[src/rtl/uer_pkg.sv]
// Shared types and constants for the ultrasonic echo ranger.
package uer_pkg;

	// Fixed field widths
	localparam int TRIG_LOW_W  = 8;
	localparam int TRIG_HIGH_W = 8;
	localparam int TIMEOUT_W   = 16;
	localparam int GAP_W       = 17;
	localparam int COUNT_W     = 17;
	localparam int DIST_W      = 18;
	localparam int CFG_IDX_W   = 2;
	localparam int CFG_DATA_W  = 17;
	localparam int IN_TDATA_W  = 8;
	localparam int OUT_TDATA_W = 24;

	// Register reset values
	localparam logic [TRIG_LOW_W-1:0]  TRIG_LOW_RST  = TRIG_LOW_W'(2);
	localparam logic [TRIG_HIGH_W-1:0] TRIG_HIGH_RST = TRIG_HIGH_W'(10);
	localparam logic [TIMEOUT_W-1:0]   TIMEOUT_RST   = TIMEOUT_W'(30000);
	localparam logic [GAP_W-1:0]       GAP_RST       = GAP_W'(50000);

	// Distance scaling: pulse * (10 << FRACTION_BITS) / 58, in 1/16 mm at 4 bits
	localparam int FRACTION_BITS = 4;
	localparam int DIST_SCALE    = 10 << FRACTION_BITS;
	localparam int DIST_DIVISOR  = 58;
	localparam int REM_W         = 6;
	localparam logic [DIST_W-1:0] DIST_STEP_Q = DIST_W'(DIST_SCALE / DIST_DIVISOR);
	localparam logic [REM_W-1:0]  DIST_STEP_R = REM_W'(DIST_SCALE % DIST_DIVISOR);
	localparam logic [REM_W:0]    DIST_DIV_C  = (REM_W + 1)'(DIST_DIVISOR);
	localparam logic [DIST_W-1:0] DIST_MAX    = '1;

	// Register indexes
	typedef enum logic [CFG_IDX_W-1:0] {
		REG_TRIG_LOW  = 2'd0,
		REG_TRIG_HIGH = 2'd1,
		REG_TIMEOUT   = 2'd2,
		REG_IDLE_GAP  = 2'd3
	} cfg_idx_t;

	// Measurement phases
	typedef enum logic [2:0] {
		PH_TRIG_LOW  = 3'd0,
		PH_TRIG_HIGH = 3'd1,
		PH_WAIT_RISE = 3'd2,
		PH_MEASURE   = 3'd3,
		PH_IDLE      = 3'd4
	} phase_t;

	// Current configuration
	typedef struct packed {
		logic [TRIG_LOW_W-1:0]  trig_low;
		logic [TRIG_HIGH_W-1:0] trig_high;
		logic [TIMEOUT_W-1:0]   timeout;
		logic [GAP_W-1:0]       idle_gap;
	} cfg_t;

	// Sequencer commands to the distance unit
	typedef struct packed {
		logic start;
		logic step;
		logic capture;
		logic fail;
	} dist_ctrl_t;

endpackage

[src/rtl/ultrasonic_echo_ranger_top.sv]
// Top level of the ultrasonic echo ranger: stream stages, sequencer, distance unit.
//
//  channel  | direction | handshake            | payload
//  s_*      | in        | s_tvalid / s_tready  | s_tdata[0] echo_level
//  m_*      | out       | m_tvalid / m_tready  | trigger_level, distance, sample_done, timed_out
//  cfg_*    | in        | cfg_valid / cfg_ready| cfg_index, cfg_data
//
// One item per clock while the output is not stalled; an accepted item passes through
// the input register, then the result register, before it reaches m_tdata.
// The phase counter, the running distance accumulator and the result register
// all advance on the cycle the item leaves the input register.
// A stalled output holds the result; one more item waits in the input register.
// Reset clears the phase, counter, stored distance and valid flags; config takes defaults.
module ultrasonic_echo_ranger_top (
	input  logic                                clk,
	input  logic                                arst_n,
	input  logic                                s_tvalid,
	output logic                                s_tready,
	input  logic [uer_pkg::IN_TDATA_W-1:0]      s_tdata,   // [0] echo_level, [7:1] zero
	output logic                                m_tvalid,
	input  logic                                m_tready,
	output logic [uer_pkg::OUT_TDATA_W-1:0]     m_tdata,   // [0] trigger_level,
	                                                       // [18:1] distance,
	                                                       // [19] sample_done,
	                                                       // [20] timed_out, [23:21] zero
	input  logic                                cfg_valid,
	output logic                                cfg_ready,
	input  logic [uer_pkg::CFG_IDX_W-1:0]       cfg_index,
	input  logic [uer_pkg::CFG_DATA_W-1:0]      cfg_data
);

	uer_pkg::cfg_t               cfg;
	uer_pkg::dist_ctrl_t         ctrl;
	logic                        valid_s1;
	logic                        echo_s1;
	logic                        out_free;
	logic                        fire;
	logic                        trig_c;
	logic                        done_c;
	logic                        tmo_c;
	logic [uer_pkg::DIST_W-1:0]  dist_c;
	logic                        out_valid_q;
	logic [uer_pkg::OUT_TDATA_W-1:0] out_data_q;

	assign cfg_ready = 1'b1;
	assign out_free  = !out_valid_q || m_tready;
	assign fire      = valid_s1 && out_free;
	assign s_tready  = !valid_s1 || out_free;

	uer_cfg u_cfg (
		.clk       (clk),
		.arst_n    (arst_n),
		.cfg_valid (cfg_valid),
		.cfg_index (cfg_index),
		.cfg_data  (cfg_data),
		.cfg       (cfg)
	);

	// Input register
	always_ff @(posedge clk or negedge arst_n) begin
		if (!arst_n) begin
			valid_s1 <= 1'b0;
		end else if (s_tready) begin
			valid_s1 <= s_tvalid;
		end
	end

	always_ff @(posedge clk) begin
		if (s_tready && s_tvalid) begin
			echo_s1 <= s_tdata[0];
		end
	end

	uer_seq u_seq (
		.clk           (clk),
		.arst_n        (arst_n),
		.fire          (fire),
		.echo_level    (echo_s1),
		.cfg           (cfg),
		.trigger_level (trig_c),
		.sample_done   (done_c),
		.timed_out     (tmo_c),
		.ctrl          (ctrl)
	);

	uer_dist u_dist (
		.clk           (clk),
		.arst_n        (arst_n),
		.fire          (fire),
		.ctrl          (ctrl),
		.distance_next (dist_c)
	);

	// Result register
	always_ff @(posedge clk or negedge arst_n) begin
		if (!arst_n) begin
			out_valid_q <= 1'b0;
		end else if (out_free) begin
			out_valid_q <= valid_s1;
		end
	end

	always_ff @(posedge clk) begin
		if (fire) begin
			out_data_q <= {3'b000, tmo_c, done_c, dist_c, trig_c};
		end
	end

	assign m_tvalid = out_valid_q;
	assign m_tdata  = out_data_q;

endmodule

[src/rtl/uer_cfg.sv]
// Configuration register file for the echo ranger.
module uer_cfg (
	input  logic                             clk,
	input  logic                             arst_n,
	input  logic                             cfg_valid,
	input  logic [uer_pkg::CFG_IDX_W-1:0]    cfg_index,
	input  logic [uer_pkg::CFG_DATA_W-1:0]   cfg_data,
	output uer_pkg::cfg_t                    cfg
);

	uer_pkg::cfg_t cfg_q;

	// Write one register per accepted write
	always_ff @(posedge clk or negedge arst_n) begin
		if (!arst_n) begin
			cfg_q.trig_low  <= uer_pkg::TRIG_LOW_RST;
			cfg_q.trig_high <= uer_pkg::TRIG_HIGH_RST;
			cfg_q.timeout   <= uer_pkg::TIMEOUT_RST;
			cfg_q.idle_gap  <= uer_pkg::GAP_RST;
		end else if (cfg_valid) begin
			unique case (uer_pkg::cfg_idx_t'(cfg_index))
				uer_pkg::REG_TRIG_LOW: begin
					cfg_q.trig_low <= cfg_data[uer_pkg::TRIG_LOW_W-1:0];
				end
				uer_pkg::REG_TRIG_HIGH: begin
					cfg_q.trig_high <= cfg_data[uer_pkg::TRIG_HIGH_W-1:0];
				end
				uer_pkg::REG_TIMEOUT: begin
					cfg_q.timeout <= cfg_data[uer_pkg::TIMEOUT_W-1:0];
				end
				uer_pkg::REG_IDLE_GAP: begin
					cfg_q.idle_gap <= cfg_data[uer_pkg::GAP_W-1:0];
				end
				default: begin
				end
			endcase
		end
	end

	assign cfg = cfg_q;

endmodule

[src/rtl/uer_dist.sv]
// Running distance accumulator: tracks pulse * scale / 58 as the pulse grows.
module uer_dist (
	input  logic                          clk,
	input  logic                          arst_n,
	input  logic                          fire,
	input  uer_pkg::dist_ctrl_t           ctrl,
	output logic [uer_pkg::DIST_W-1:0]    distance_next
);

	logic [uer_pkg::DIST_W-1:0]  acc_q_q;
	logic [uer_pkg::REM_W-1:0]   acc_r_q;
	logic                        acc_sat_q;
	logic [uer_pkg::DIST_W-1:0]  dist_q;

	logic [uer_pkg::REM_W:0]     r_sum;
	logic                        carry;
	logic [uer_pkg::REM_W:0]     r_fix;
	logic [uer_pkg::DIST_W:0]    q_sum;
	logic [uer_pkg::DIST_W-1:0]  acc_val;

	// Add one microsecond worth of distance, carrying the remainder
	always_comb begin
		r_sum = {1'b0, acc_r_q} + {1'b0, uer_pkg::DIST_STEP_R};
		carry = (r_sum >= uer_pkg::DIST_DIV_C);
		r_fix = carry ? (r_sum - uer_pkg::DIST_DIV_C) : r_sum;
		q_sum = {1'b0, acc_q_q} + {1'b0, uer_pkg::DIST_STEP_Q}
			+ {{uer_pkg::DIST_W{1'b0}}, carry};
		acc_val = acc_sat_q ? uer_pkg::DIST_MAX : acc_q_q;
	end

	// Stored distance after this item
	always_comb begin
		distance_next = dist_q;
		if (ctrl.fail) begin
			distance_next = '0;
		end else if (ctrl.capture) begin
			distance_next = acc_val;
		end
	end

	// Hold the accumulator and the stored distance
	always_ff @(posedge clk or negedge arst_n) begin
		if (!arst_n) begin
			acc_q_q   <= '0;
			acc_r_q   <= '0;
			acc_sat_q <= 1'b0;
			dist_q    <= '0;
		end else if (fire) begin
			dist_q <= distance_next;
			if (ctrl.start) begin
				acc_q_q   <= uer_pkg::DIST_STEP_Q;
				acc_r_q   <= uer_pkg::DIST_STEP_R;
				acc_sat_q <= 1'b0;
			end else if (ctrl.step) begin
				acc_q_q   <= q_sum[uer_pkg::DIST_W-1:0];
				acc_r_q   <= r_fix[uer_pkg::REM_W-1:0];
				acc_sat_q <= acc_sat_q | q_sum[uer_pkg::DIST_W];
			end
		end
	end

endmodule

[src/rtl/uer_seq.sv]
// Phase sequencer: trigger timing, echo wait, pulse timing and timeouts.
module uer_seq (
	input  logic                 clk,
	input  logic                 arst_n,
	input  logic                 fire,
	input  logic                 echo_level,
	input  uer_pkg::cfg_t        cfg,
	output logic                 trigger_level,
	output logic                 sample_done,
	output logic                 timed_out,
	output uer_pkg::dist_ctrl_t  ctrl
);

	uer_pkg::phase_t                phase_q;
	uer_pkg::phase_t                ph;
	logic [uer_pkg::COUNT_W-1:0]    count_q;
	logic [uer_pkg::COUNT_W-1:0]    cnt;
	logic                           settled;

	// Phase register and tick counter
	always_ff @(posedge clk or negedge arst_n) begin
		if (!arst_n) begin
			phase_q <= uer_pkg::PH_TRIG_LOW;
			count_q <= '0;
		end else if (fire) begin
			phase_q <= ph;
			count_q <= cnt;
		end
	end

	// Next phase and outputs; zero-length phases fall through in the same tick
	always_comb begin
		ph            = phase_q;
		cnt           = count_q;
		settled       = 1'b0;
		trigger_level = 1'b0;
		sample_done   = 1'b0;
		timed_out     = 1'b0;
		ctrl          = '0;

		unique case (phase_q)
			uer_pkg::PH_TRIG_LOW, uer_pkg::PH_TRIG_HIGH, uer_pkg::PH_WAIT_RISE,
			uer_pkg::PH_MEASURE, uer_pkg::PH_IDLE: begin
				ph = phase_q;
			end
			default: begin
				ph  = uer_pkg::PH_TRIG_LOW;
				cnt = '0;
			end
		endcase

		if (ph == uer_pkg::PH_IDLE) begin
			if (cnt >= cfg.idle_gap) begin
				ph  = uer_pkg::PH_TRIG_LOW;
				cnt = '0;
			end else begin
				cnt     = cnt + 1'b1;
				settled = 1'b1;
			end
		end

		if (!settled && ph == uer_pkg::PH_TRIG_LOW) begin
			if (cnt >= {{(uer_pkg::COUNT_W-uer_pkg::TRIG_LOW_W){1'b0}}, cfg.trig_low}) begin
				ph  = uer_pkg::PH_TRIG_HIGH;
				cnt = '0;
			end else begin
				cnt     = cnt + 1'b1;
				settled = 1'b1;
			end
		end

		if (!settled && ph == uer_pkg::PH_TRIG_HIGH) begin
			if (cnt >= {{(uer_pkg::COUNT_W-uer_pkg::TRIG_HIGH_W){1'b0}}, cfg.trig_high}) begin
				ph  = uer_pkg::PH_WAIT_RISE;
				cnt = '0;
			end else begin
				trigger_level = 1'b1;
				cnt           = cnt + 1'b1;
				settled       = 1'b1;
			end
		end

		// Wait for the echo rise
		if (!settled && ph == uer_pkg::PH_WAIT_RISE) begin
			if (echo_level) begin
				ph         = uer_pkg::PH_MEASURE;
				cnt        = uer_pkg::COUNT_W'(1);
				ctrl.start = 1'b1;
			end else begin
				cnt = cnt + 1'b1;
				if (cnt > {{(uer_pkg::COUNT_W-uer_pkg::TIMEOUT_W){1'b0}}, cfg.timeout}) begin
					ctrl.fail   = 1'b1;
					sample_done = 1'b1;
					timed_out   = 1'b1;
					ph          = uer_pkg::PH_IDLE;
					cnt         = '0;
				end
			end
		end else if (!settled && ph == uer_pkg::PH_MEASURE) begin
			// Time the echo pulse
			if (!echo_level) begin
				ctrl.capture = 1'b1;
				sample_done  = 1'b1;
				ph           = uer_pkg::PH_IDLE;
				cnt          = '0;
			end else begin
				cnt       = cnt + 1'b1;
				ctrl.step = 1'b1;
				if (cnt > {{(uer_pkg::COUNT_W-uer_pkg::TIMEOUT_W){1'b0}}, cfg.timeout}) begin
					ctrl.fail   = 1'b1;
					sample_done = 1'b1;
					timed_out   = 1'b1;
					ph          = uer_pkg::PH_IDLE;
					cnt         = '0;
				end
			end
		end
	end

endmodule
[config.mk]
export PLATFORM = sky130hd
export DESIGN_NAME = ultrasonic_echo_ranger_top
export DESIGN_NICKNAME = d
export VERILOG_FILES = /design/src/rtl/uer_pkg.sv /design/src/rtl/ultrasonic_echo_ranger_top.sv /design/src/rtl/uer_cfg.sv /design/src/rtl/uer_dist.sv /design/src/rtl/uer_seq.sv
export SDC_FILE = /design/constraint.sdc
export NUM_CORES = 1
export LEC_CHECK = 0
export BUFFER_PORTS_ARGS = -buffer_cell sky130_fd_sc_hd__buf_4
export CORE_MARGIN = 2
export CORE_UTILIZATION = 48
export DETAILED_ROUTE_END_ITERATION = 16
export PLACE_DENSITY = 0.65
export SYNTH_ARGS = -nofsm -noshare
export SYNTH_HDL_FRONTEND = slang
export SYNTH_SLANG_ARGS = --single-unit
[constraint.sdc]
create_clock -name clk -period 11.6 [get_ports clk]
set_clock_uncertainty 0.05 [all_clocks]
set_input_delay 2.32 -clock clk [delete_from_list [all_inputs] [get_ports clk]]
set_output_delay 2.32 -clock clk [all_outputs]
set_load 0.05 [all_outputs]
==> impl_metrics.csv <==
group,metric,value,unit
status,status,"completed",
sta,slew_headroom,30.8,%
grt,antenna_found_initial,1,
die,num_rows,51,
logic_synthesis,synth-compound-area-share,21.1,%
min_path,hp-class,"flip-flop to flip-flop",
cts,ctsResizeCount,0,
setup_path,crit_arrival,11.15,ns
grt,grt_pass1_vias,8205,
placement,place_area,0.0105,mm2
cells_and_area,diodes,0,
detailed_routing,drc_errors,0,
cells_and_area,area_growth,14.5,%
die,die_area,0.0213,mm2
sta,fmax,0.0920,GHz
detailed_routing,drt_iter0_drc,645,
setup_path,slowest_delay,0.46,ns
power,vdd_ir_drop_max,157,uV
setup_path,slowest_stage,"and4b_1",
sta,hold_violations,0,
sta,worstMarginPinSlew,1.03,ns
die,initial_core_util,49.3,%
logic_synthesis,netlist_instances,1087,
power,p_per_area,295,mW/mm2
cts,clock_latency,0.43,ns
sta,fin_crit,10.87,ns
die,fp.dieW,146,um
flow_run,drv_cap,0,
cells_and_area,mostFrequentLayoutCells,"nand2_1 (111), dfrtp_1 (97), buf_4 (96), nor2_1 (95)",
cts,cts_max_path_buffers,2,
sta,slew_viol_final,0,
logic_synthesis,synth-edff-count,22,
power,p_leak,4.82,nW
detailed_routing,dr_total_vias,8595,
logic_synthesis,synth_top_family_by_area,"compound AO/OA/AOI/OAI gates",
die,core,0.0197,mm2
placement,globalplace.congestion,0.985,
cts,htreeDepth,4,
cells_and_area,fill_cells,1840,
cells_and_area,nets,1241,
cells_and_area,multi_input_area,0.00566,mm2
cells_and_area,fin_util,56.5,%
grt,grt_overflow,0,
setup_path,crit_required,11.88,ns
cts,clkSinkCount,135,
detailed_routing,finalWirelength,27200,um
cells_and_area,fin_area,0.0111,mm2
grt,grt_use_total,26.2,%
cts,postCtsSetupBuffers,0,
logic_synthesis,synth_ff_type,"dfrtp_1",
logic_synthesis,synth_mux_area_share,5.94,%
setup_path,cp_common_cell,"ha_1",
setup_path,worst-path-max-fanout,17,
sta,grt_setup_unrepaired,"no",
logic_synthesis,netlist_area,0.00969,mm2
logic_synthesis,synth-xor-area-share,2.71,%
sta,fin_setup_tns,0,ns
cts,cts.clk_slew.worst_paths,0.07,ns
die,die_y,146,um
detailed_routing,drt_first_pass_iters,5,
cts,cts_made_buffers,17,
placement,portBuffers,47,
setup_path,crit_path_end_kind,"flip-flop",
logic_synthesis,yosys_warnings,0,
grt,grt_pass1_wl,44500,um
detailed_routing,ant_nets,0,
cts,ctsHoldBuffers,0,
detailed_routing,wire_per_inst,19.1,um
logic_synthesis,ys_types,95,
grt,grt_max_degree,66,
logic_synthesis,postSynth.asyncResetShare,83.7,%
die,ios,59,
detailed_routing,via_per_inst,6.02,
logic_synthesis,ys_seq_area_share,36.2,%
setup_path,path_class,"flip-flop to flip-flop",
placement,dpl.hpwl,20000,um
cells_and_area,final-seq-area,0.00351,mm2
cells_and_area,final_common_cell,"nand2_1",
cts,cts_tree,"yes",
cts,cts-root-buf,"clkbuf_16",
logic_synthesis,yosys.area_share.adder,7.62,%
sta,fin_crit_sh,93.7,%
logic_synthesis,ys_ff_latch,135,
sta,finalSetupViolations,0,
logic_synthesis,avgSynthCellArea,8.91,um2
logic_synthesis,synth-simple-area-share,20.9,%
setup_path,start_kind,"flip-flop",
cells_and_area,drive_gt1_share,18.8,%
## stage by stage
stage	power [mW]	setup WS (ns)	std cells	hold slack, ns
global placement	2.61	0.929	1396	0.421
CTS	3.24	0.843	1428	0.441
finish	3.27	0.731	1428	0.437
floorplan	1.99	1.53	1089	0.406
global route	3.51	0.0361	1428	0.458
detailed placement	2.64	0.915	1396	0.423
## layer usage
| layer | vias up | track usage (%) | wire length (um) |
|---|---|---|---|
| li1 | 4093 | - | - |
| met1 | 4133 | 39.0 | 12700 |
| met2 | 329 | 39.0 | 12000 |
| met3 | 38 | 4.78 | 2110 |
| met4 | 2 | 7.91 | 478 |
| met5 | - | 0 | 11 |
## cell usage after synthesis, drive strengths merged, types with 4 or more instances
cell / instances / area (um2)
a2111oi: 4 / 35.0
a211o: 8 / 70.1
a211oi: 13 / 113
a21o: 8 / 61.3
a21oi: 70 / 354
a221oi: 4 / 47.6
a22oi: 9 / 67.6
a2bb2oi: 5 / 43.8
a31oi: 7 / 50.1
and2: 28 / 178
and3: 20 / 126
buf: 22 / 149
clkbuf: 32 / 120
dfrtp: 97 / 2430
dfstp: 16 / 420
edfxtp: 22 / 661
ha: 59 / 738
inv: 69 / 259
mux2: 44 / 495
mux2i: 8 / 80.1
nand2: 111 / 417
nand2b: 7 / 43.8
nand3: 25 / 130
nand3b: 4 / 30.0
nand4: 19 / 119
nand4b: 5 / 43.8
nor2: 95 / 357
nor2b: 10 / 62.6
nor3: 15 / 80.1
nor3b: 6 / 45.0
nor4: 10 / 77.6
o2111ai: 4 / 35.0
o211ai: 11 / 87.6
o21a: 11 / 82.6
o21ai: 75 / 394
o22ai: 6 / 37.5
o2bb2ai: 18 / 170
o31ai: 9 / 67.6
o41ai: 5 / 70.1
or3: 16 / 105
xnor2: 13 / 114
xor2: 17 / 149
## final cells by class
cell class                      instances  share of cell area [%]
Sequential cell                       135                    31.6
Clock buffer                           18                    3.87
Inverter                               69                    2.33
Tap cell                              265                    2.99
Timing Repair Buffer                   96                    6.50
Clock inverter                         14                    1.69
Multi-Input combinational cell        831                    51.0
## state kept, by name (all words and copies together) (netlist names)
name,count
echo_s1,1
m_tdata,21
m_tvalid,1
u_cfg.cfg,49
u_dist.acc_q_q,18
u_dist.acc_r_q,5
u_dist.acc_sat_q,1
u_dist.dist_q,18
u_seq.count_q,17
u_seq.phase_q,3
valid_s1,1
## critical path: cells and delay by family, from the launching register on
family	cells	cell delay, ns
XOR/XNOR	1	0.26
AO/OA/AOI/OAI	21	3.86
adder cells (fa/ha/maj)	5	1.33
AND/OR/NAND/NOR	16	3.99
buffers and inverters	6	0.85
flip-flops	1	0.37
## logic make-up after synthesis
| family | Yosys count |
|---|---|
| xor gates and xnor gates | 30 |
| AOI/OAI and AO/OA | 294 |
| and+or+nand+nor | 392 |
| muxes | 52 |
| other | 2 |
| buffers and inverters | 123 |
| DFF | 135 |
| adders and majority gates | 59 |
## worst paths after layout
check / start / endpoint / slack (ns) / depth (start not counted)
worst max-delay path: u_seq.phase_q[1] / u_seq.count_q[9] / 0.73 / 49
worst min-delay path: u_dist.dist_q[15] / u_dist.dist_q[15] / 0.44 / 1
worst max register to register: u_seq.phase_q[1] / u_seq.count_q[9] / 0.73 / 49
worst min register to register: u_dist.dist_q[15] / u_dist.dist_q[15] / 0.44 / 1
max in group asynchronous: arst_n / u_dist.acc_q_q[9] / 8.33 / 2
min in group asynchronous: arst_n / u_cfg.cfg[20] / 1.85 / 1
## power breakdown
part / internal [mW] / switching [mW]
Combinational: 0.752 / 1.27
Sequential: 0.586 / 0.0879
Clock: 0.345 / 0.228
Total: 1.68 / 1.59
Power figures use the tool's default switching activity.
